File: src/sv/rdcw_pkg.sv
`timescale 1ns / 1ps

package rdcw_pkg;

    localparam int POS_W = 10;
    localparam int CNT_W = 11;
    localparam int OP_W = 2;
    localparam int PTR_W = 12;
    localparam int S_DATA_W = 40;
    localparam int M_DATA_W = 16;

    localparam int DEF_ARRAY_DEPTH = 1024;
    localparam int DEF_VALUE_RANGE = 1024;

    localparam logic [OP_W-1:0] OP_LOAD    = 2'd0;
    localparam logic [OP_W-1:0] OP_QUERY   = 2'd1;
    localparam logic [OP_W-1:0] OP_RESTART = 2'd2;
    localparam logic [OP_W-1:0] OP_NOP     = 2'd3;

    typedef logic [2:0] move_t;

    localparam move_t MV_NONE   = 3'd0;
    localparam move_t MV_EXT_LO = 3'd1;
    localparam move_t MV_EXT_HI = 3'd2;
    localparam move_t MV_SHR_LO = 3'd3;
    localparam move_t MV_SHR_HI = 3'd4;

    typedef struct packed {
        logic capture;
        logic win_reset;
        logic clear_step;
        logic mod_step;
        logic elem_write;
        logic step_start;
        logic cnt_read;
        logic cnt_update;
        logic result_load;
    } dp_cmd_t;

    typedef struct packed {
        logic  clear_last;
        logic  bad;
        move_t move;
        logic  out_free;
    } dp_status_t;

endpackage

File: src/sv/rdcw_ctrl.sv
`timescale 1ns / 1ps

module rdcw_ctrl (
    input  logic                          aclk,
    input  logic                          aresetn,
    input  logic                          s_tvalid,
    output logic                          s_tready,
    input  logic [rdcw_pkg::OP_W-1:0]     s_op,
    output rdcw_pkg::dp_cmd_t             cmd,
    input  rdcw_pkg::dp_status_t          st
);

    localparam logic [3:0] S_CLEAR = 4'd0;
    localparam logic [3:0] S_IDLE  = 4'd1;
    localparam logic [3:0] S_MOD   = 4'd2;
    localparam logic [3:0] S_WRITE = 4'd3;
    localparam logic [3:0] S_PICK  = 4'd4;
    localparam logic [3:0] S_CNT   = 4'd5;
    localparam logic [3:0] S_UPD   = 4'd6;
    localparam logic [3:0] S_DONE  = 4'd7;

    logic [3:0] state_reg;
    logic [3:0] state_next;

    always_ff @(posedge aclk) begin
        if (!aresetn) begin
            state_reg <= S_CLEAR;
        end else begin
            state_reg <= state_next;
        end
    end

    always_comb begin
        cmd        = '0;
        state_next = state_reg;
        case (state_reg)
            S_CLEAR: begin
                cmd.clear_step = 1'b1;
                if (st.clear_last) begin
                    state_next = S_IDLE;
                end
            end
            S_IDLE: begin
                if (s_tvalid) begin
                    cmd.capture = 1'b1;
                    case (s_op)
                        rdcw_pkg::OP_LOAD: begin
                            state_next = S_MOD;
                        end
                        rdcw_pkg::OP_QUERY: begin
                            state_next = S_PICK;
                        end
                        rdcw_pkg::OP_RESTART: begin
                            cmd.win_reset = 1'b1;
                            state_next    = S_CLEAR;
                        end
                        default: begin
                            state_next = S_IDLE;
                        end
                    endcase
                end
            end
            S_MOD: begin
                cmd.mod_step = 1'b1;
                state_next   = S_WRITE;
            end
            S_WRITE: begin
                cmd.elem_write = 1'b1;
                state_next     = S_IDLE;
            end
            S_PICK: begin
                if (st.bad || (st.move == rdcw_pkg::MV_NONE)) begin
                    state_next = S_DONE;
                end else begin
                    cmd.step_start = 1'b1;
                    state_next     = S_CNT;
                end
            end
            S_CNT: begin
                cmd.cnt_read = 1'b1;
                state_next   = S_UPD;
            end
            S_UPD: begin
                cmd.cnt_update = 1'b1;
                state_next     = S_PICK;
            end
            S_DONE: begin
                if (st.out_free) begin
                    cmd.result_load = 1'b1;
                    state_next      = S_IDLE;
                end
            end
            default: begin
                state_next = S_IDLE;
            end
        endcase
    end

    assign s_tready = (state_reg == S_IDLE);

endmodule

File: config.mk
export PLATFORM = sky130hd
export DESIGN_NAME = rdcw_ctrl
export DESIGN_NICKNAME = d
export VERILOG_FILES = /design/src/sv/rdcw_pkg.sv /design/src/sv/rdcw_ctrl.sv
export SDC_FILE = /design/constraint.sdc
export NUM_CORES = 1
export LEC_CHECK = 0
export BUFFER_PORTS_ARGS = -buffer_cell sky130_fd_sc_hd__buf_2
export CORE_AREA = 2 2 39 41
export CTS_BUF_LIST = sky130_fd_sc_hd__clkbuf_4 sky130_fd_sc_hd__clkbuf_8
export CTS_CLUSTER_DIAMETER = 60
export CTS_CLUSTER_SIZE = 8
export DETAILED_ROUTE_END_ITERATION = 8
export DIE_AREA = 0 0 41 43
export SETUP_SLACK_MARGIN = 0.1
export SYNTH_ARGS = -nofsm -noshare
export SYNTH_HDL_FRONTEND = slang
export SYNTH_SLANG_ARGS = --single-unit
File: constraint.sdc
create_clock -name aclk -period 1 [get_ports aclk]
set_input_delay 0.1 -clock aclk [delete_from_list [all_inputs] [get_ports aclk]]
set_output_delay 0.1 -clock aclk [all_outputs]
set_load 0.01 [all_outputs]
==> flow_metrics.env, run 1 <==
export IMPL_synth_cells=38
export IMPL_yosysSeqAreaShare=0.2069
export IMPL_routed_wl_um=1093
export IMPL_rows=14
export IMPL_dp_cells=77
export IMPL_slowest_delay_ns=0.37
export IMPL_clock_latency_ns=0.23
export IMPL_ys_ff_latch=3
export IMPL_wire_per_inst_um=12.42
export IMPL_critPathRequiredTime_ns=0.90
export IMPL_finalCritPeriodShare=1.298
export IMPL_antenna_cells=0
export IMPL_largest_reg_flops=3
export IMPL_arrival_ns=1.20
export IMPL_synth_ff_type="dfxtp_1"
export IMPL_total_power_mw=0.5906
export IMPL_root_buffer="clkbuf_4"
export IMPL_place_hpwl_um=680.8
export IMPL_die_w_um=41
export IMPL_clkTransAtPathRegs_ns=0.04
export IMPL_synthTopCellsByCount="6 x nand2_1, 3 x dfxtp_1, 3 x nor2_1, 3 x nor3_1"
export IMPL_drive_gt1_frac=0.6806
export IMPL_nFillCells=148
export IMPL_hold_buffers=0
export IMPL_powerDensity_nw_per_um2=977.3
export IMPL_worst_pin_slew_ns=0.2471
export IMPL_finalWorstSetupSlack_ns=-0.2982
export IMPL_r2r_cells=5
export IMPL_gr_total_overflow=0
export IMPL_fin_setup_tns_ns=-2.490
export IMPL_initial_core_util=0.2098
export IMPL_grt_pass1_wl_um=1566
export IMPL_synth_area_per_cell_um2=7.639
export IMPL_cts_tree="built"
export IMPL_layoutNonFillerInstCount=88
export IMPL_startpoint="state_reg[0]"
export IMPL_synth_nets=49
export IMPL_vias=436
export IMPL_drt_iter0_drc=8
export IMPL_synthTopCellsByArea="dfxtp_1 21%, nor3b_2 8.6%, nand2_1 7.8%"
export IMPL_status="finished, violations left"
export IMPL_core_area_um2=1384
export IMPL_num_nets_final=84
export IMPL_ff_latch_area_um2=68.82
export IMPL_yosys_warnings=0
export IMPL_worstSetupPathType="flop to primary output"
export IMPL_post_route_drc_count=0
export IMPL_synth_area_leader_cell="dfxtp_1"
export IMPL_synth_most_common_cell="nand2_1"
export IMPL_total_leakage_power_nw=0.3120
export IMPL_hold_path_depth=2
export IMPL_hold_slack_ns=0.1175
export IMPL_grt_pass1_vias=369
export IMPL_areaGrowthSynthToFinish_pct=108.2
export IMPL_multi_input_area_um2=269.0
export IMPL_clockBufferDepth=2
export IMPL_ir_worst_vdd_v=0.0005975
export IMPL_finClkSkew_ns=0.003298
export IMPL_ios=21
export IMPL_worstSetupEndpointType="primary output"
export IMPL_clock_fmax_mhz=770.3
export IMPL_cts_made_buffers=3
export IMPL_port_buffer_count=20
export IMPL_cts_sinks=3
export IMPL_finalMaxSlewViolations=0
export IMPL_grtUsageTotal=0.1283
export IMPL_fin_util=0.4367
export IMPL_yosys_cell_types_count=22
export IMPL_timing_rr_start="state_reg[0]"
export IMPL_stdcell_area_um2=604.3
export IMPL_slowest_stage="dfxtp_4"
export IMPL_hold_viol_final=0
export IMPL_cp_start_kind="flop"
export IMPL_grt_max_degree=9
export IMPL_htreeDepth=1
export IMPL_worstPathCellList="nor3b_4, and2_4, and3b_1, buf_2"
export IMPL_cap_viol_max_count=0
export IMPL_dr_pass1_iters=4
export IMPL_finalSetupViolCount=13
export IMPL_dieHeight_um=43
export IMPL_antenna_found_initial=0
export IMPL_rsz0062_at_grt="yes"
export IMPL_hp_start="s_op[1]"
export IMPL_antenna_left=0
export IMPL_min_path_type="input port to flop"
export IMPL_violations="setup timing"
export IMPL_netlist_area_um2=290.3
export IMPL_yosysTopAreaCellShare=0.2069
export IMPL_min_period_ns=1.298
export IMPL_place_ws_ns=-0.09832
export IMPL_crit_fanout=6
export IMPL_placed_area_um2=465.4
export IMPL_die_area_um2=1763
export IMPL_vias_per_cell=4.955
export IMPL_slew_headroom=0.8329
export IMPL_globalplace_congestion=0.7614
export IMPL_synth_edf_count=0
export IMPL_async_reset_ff_frac=0
-- final timing paths --
check / endpoint / slack [ns]
min reg2reg: state_reg[1] / 0.63
min: state_reg[2] / 0.12
max: cmd[7] / -0.30
max reg2reg: state_reg[1] / -0.21
-- power breakdown --
group / leakage [nW] / switching, mW / total [mW] / internal [mW]
Combinational: 0.267 / 0.0947 / 0.212 / 0.117
Clock: 0.0184 / 0.0613 / 0.238 / 0.176
Sequential: 0.0264 / 0.0140 / 0.141 / 0.127
-- routing by layer --
metal / vias up / GRT usage / wire length (um)
li1: 208 / - / -
met1: 201 / 0.1661 / 425
met2: 23 / 0.2000 / 580
met3: 4 / 0.03141 / 60
met4: 0 / 0.04000 / 27
met5: - / 0 / 0
-- cell usage in the layout (no fill, tap or decap) --
cell type	synthesis	final
a211o_1	1	1
a21oi_1	1	1
a311oi_1	1	1
a31oi_1	1	1
and2_4	0	1
and3b_1	2	2
buf_2	0	20
buf_4	2	8
buf_6	1	5
clkbuf_4	0	4
dfxtp_2	0	1
dfxtp_4	0	2
nand2_1	6	6
nand3_1	2	2
nor2_1	3	3
nor2b_1	1	1
nor3_1	3	1
nor3_4	0	2
nor3b_2	2	1
nor3b_4	0	3
nor4b_1	1	1
o211a_1	1	1
o21ai_0	1	1
o21ai_2	0	1
o41ai_2	0	1
xor2_1	1	1
-- worst max-delay path, delay by kind of cell, from the launching register on --
family / cells / cell delay (ns)
buf+inv: 1 / 0.12
flops: 1 / 0.37
simple gates: 3 / 0.48
-- kinds of logic after synthesis --
group | share of synthesized area
and+or+nand+nor | 0.4741
AOI/OAI and AO/OA | 0.1983
DFF | 0.2069
buffers and inverters | 0.09050
xor gates and xnor gates | 0.03018
-- area by class of cell --
class                           instances  share of cell area
Tap cell                               16             0.03313
Timing Repair Buffer                   33              0.3582
Multi-Input combinational cell         32              0.4451
Clock buffer                            4             0.04969
Sequential cell                         3              0.1139
-- repair_timing --
item	in CTS	in global routing
cloned	0	0
gates resized for setup	4	9
setup buffers	4	4
pin swaps	9	5
setup endpoints to repair	13	13
(Power assumes the default switching activity.)
==> inputs of run 2 (changes only) <==
ABC_AREA = 1   (was unset)
==> flow_metrics.env, run 2 <==
export IMPL_min_path_type="input port to flop"
export IMPL_yosys_cell_types_count=20
export IMPL_antenna_found_initial=0
export IMPL_num_nets_final=108
export IMPL_worstPathCellList="inv_6, nand2_4, nor2_8, inv_4, nor4_4, buf_2"
export IMPL_critPathRequiredTime_ns=0.90
export IMPL_cap_viol_max_count=0
export IMPL_r2r_setup_slack_ns=-0.20
export IMPL_finalMaxSlewViolations=0
export IMPL_synthTopCellsByArea="dfxtp_1 15%, inv_1 10%, nand3_2 10%"
export IMPL_yosys_warnings=0
export IMPL_synth_area_per_cell_um2=6.701
export IMPL_grt_pass1_vias=476
export IMPL_arrival_ns=1.17
export IMPL_globalplace_congestion=0.7924
export IMPL_wire_per_inst_um=11.86
export IMPL_post_route_drc_count=0
export IMPL_grt_max_degree=8
export IMPL_cts_tree="built"
export IMPL_htreeDepth=1
export IMPL_clock_fmax_mhz=790.2
export IMPL_clock_latency_ns=0.24
export IMPL_vias_per_cell=4.607
export IMPL_hp_start="aresetn"
export IMPL_cts_made_buffers=3
export IMPL_total_leakage_power_nw=0.4146
export IMPL_dieHeight_um=43
export IMPL_routed_wl_um=1328
export IMPL_finalWorstSetupSlack_ns=-0.2655
export IMPL_clkTransAtPathRegs_ns=0.04
export IMPL_layout_commonest_cell="buf_2"
export IMPL_worstSetupPathType="flop to primary output"
export IMPL_dp_cells=97
export IMPL_final_cell_mix="17 x buf_2, 10 x buf_6, 8 x inv_1, 8 x nor2_1, 8 x buf_4"
export IMPL_path_depth=6
export IMPL_synthTopCellsByCount="11 x inv_1, 10 x nor2_1, 8 x nand2_1, 4 x nand3_1, 4 x nand3_2"
export IMPL_die_area_um2=1763
export IMPL_crit_fanout=4
export IMPL_hold_buffers=0
export IMPL_vias=516
export IMPL_synth_edf_count=0
export IMPL_finalSetupViolCount=13
export IMPL_worst_path_dominant_cell_family="flip-flops"
export IMPL_antenna_cells=0
export IMPL_finalCritPeriodShare=1.266
export IMPL_hold_path_depth=3
export IMPL_synth_area_leader_cell="dfxtp_1"
export IMPL_status="finished, violations left"
export IMPL_slew_headroom=0.8767
export IMPL_rows=14
export IMPL_port_buffer_count=20
export IMPL_cts_sinks=3
export IMPL_slowest_stage="dfxtp_4"
export IMPL_slowest_delay_ns=0.36
export IMPL_layoutNonFillerInstCount=112
export IMPL_worst_pin_slew_ns=0.1835
export IMPL_whs_endpoint="state_reg[2]"
export IMPL_rsz0062_at_grt="yes"
export IMPL_antenna_left=0
export IMPL_gr_total_overflow=0
export IMPL_finClkSkew_ns=0.003046
export IMPL_yosysSeqAreaShare=0.1519
export IMPL_min_period_ns=1.266
export IMPL_core_area_um2=1384
export IMPL_synth_most_common_cell="inv_1"
export IMPL_drt_iter0_drc=5
export IMPL_largest_reg_flops=3
export IMPL_hold_viol_final=0
export IMPL_timing_rr_start="state_reg[2]"
export IMPL_clockBufferDepth=2
export IMPL_violations="setup timing"
export IMPL_timing_rr_end="state_reg[2]"
export IMPL_root_buffer="clkbuf_4"
export IMPL_async_reset_ff_frac=0
export IMPL_place_hpwl_um=836.4
export IMPL_netlist_area_um2=395.4
export IMPL_worstSetupEndpointType="primary output"
export IMPL_yosysTopAreaCellShare=0.1519
export IMPL_fin_setup_tns_ns=-2.336
export IMPL_grtUsageTotal=0.1535
export IMPL_ys_ff_latch=3
export IMPL_drive_gt1_frac=0.7188
export IMPL_dr_pass1_iters=5
export IMPL_die_w_um=41
export IMPL_areaGrowthSynthToFinish_pct=106.0
export IMPL_synth_cells=59
export IMPL_ios=21
export IMPL_r2r_cells=8
export IMPL_initial_core_util=0.2857
export IMPL_grt_pass1_wl_um=1842
export IMPL_synth_ff_type="dfxtp_1"
export IMPL_cp_num_buf_inv=3
export IMPL_fin_util=0.5886
export IMPL_powerDensity_nw_per_um2=1362
export IMPL_synth_nets=70
export IMPL_nFillCells=130
export IMPL_ir_worst_vdd_v=0.0005947
export IMPL_cp_start_kind="flop"
## run 2: cell types whose count changed after synthesis, sizes merged, moves of 3 or more
cell   before  now
nand2       6    9
nor3b       4    0
nor2        3   12
inv         0   14
nand3       2    8
## run 2: how the worst max path moves through the flow
stage,from,end,slack [ns]
6_report,state_reg[1],cmd[7],-0.27
5_1_grt,state_reg[2],cmd[7],-0.34
3_5_place_dp,state_reg[1],state_reg[2],-0.14
4_1_cts,state_reg[2],cmd[7],-0.28
2_1_floorplan,state_reg[1],state_reg[0],0.01
3_3_place_gp,state_reg[1],state_reg[2],-0.13
## run 2: what timing repair did
| item | CTS | global route |
|---|---|---|
| setup buffers | 7 | 4 |
| endpoints found under the setup margin | 13 | 13 |
| pin swaps | 8 | 6 |
| resized for setup | 20 | 16 |
| gates cloned | 0 | 0 |
## run 2: per-layer routing
metal | vias to the layer above | global-route usage | routed length, um
met5 | - | 0 | 0
met2 | 23 | 0.2313 | 687
met4 | 0 | 0.04000 | 8
li1 | 258 | - | -
met3 | 2 | 0.06283 | 101
met1 | 233 | 0.1955 | 531
## run 2: per-stage QoR
step	hold WS (ns)	worst slack [ns]	area [um2]	total power, mW
floorplan	0.2263	0.01138	424.2	0.4616
global placement	0.3617	-0.1250	560.5	0.5758
detailed placement	0.3643	-0.1428	560.5	0.5796
CTS	0.1052	-0.2795	714.4	0.9769
global route	0.1086	-0.3375	814.5	1.186
finish	0.1085	-0.2655	814.5	1.109
## run 2: cell type report
type	count	area [um2]	area share
flip-flops and latches	3	71.32	0.08756
well taps	16	20.02	0.02458
inverters	14	70.07	0.08602
repair buffers	36	277.8	0.3410
multi-input cells	39	345.3	0.4240
clock buffers	4	30.03	0.03687
## run 2: kinds of logic after synthesis
kind of cell / after synthesis / synth area share
and+or+nand+nor: 37 / 0.5855
DFF: 3 / 0.1519
buffers and inverters: 17 / 0.2373
AOI/OAI and AO/OA: 2 / 0.02529
## run 2: report_power, final
part	switching [mW]	leakage (nW)	internal, mW	total, mW
clock	0.0742	0.0184	0.177	0.252
combinational	0.343	0.369	0.336	0.680
sequential	0.0347	0.0267	0.143	0.178
total	0.452	0.415	0.657	1.11
## run 2: worst reg2reg max path: cells and delay by family, from the launching register on
kind,cells,cell delay (ns)
buffers and inverters,2,0.26
flip-flops,1,0.35
AND/OR/NAND/NOR,6,0.49
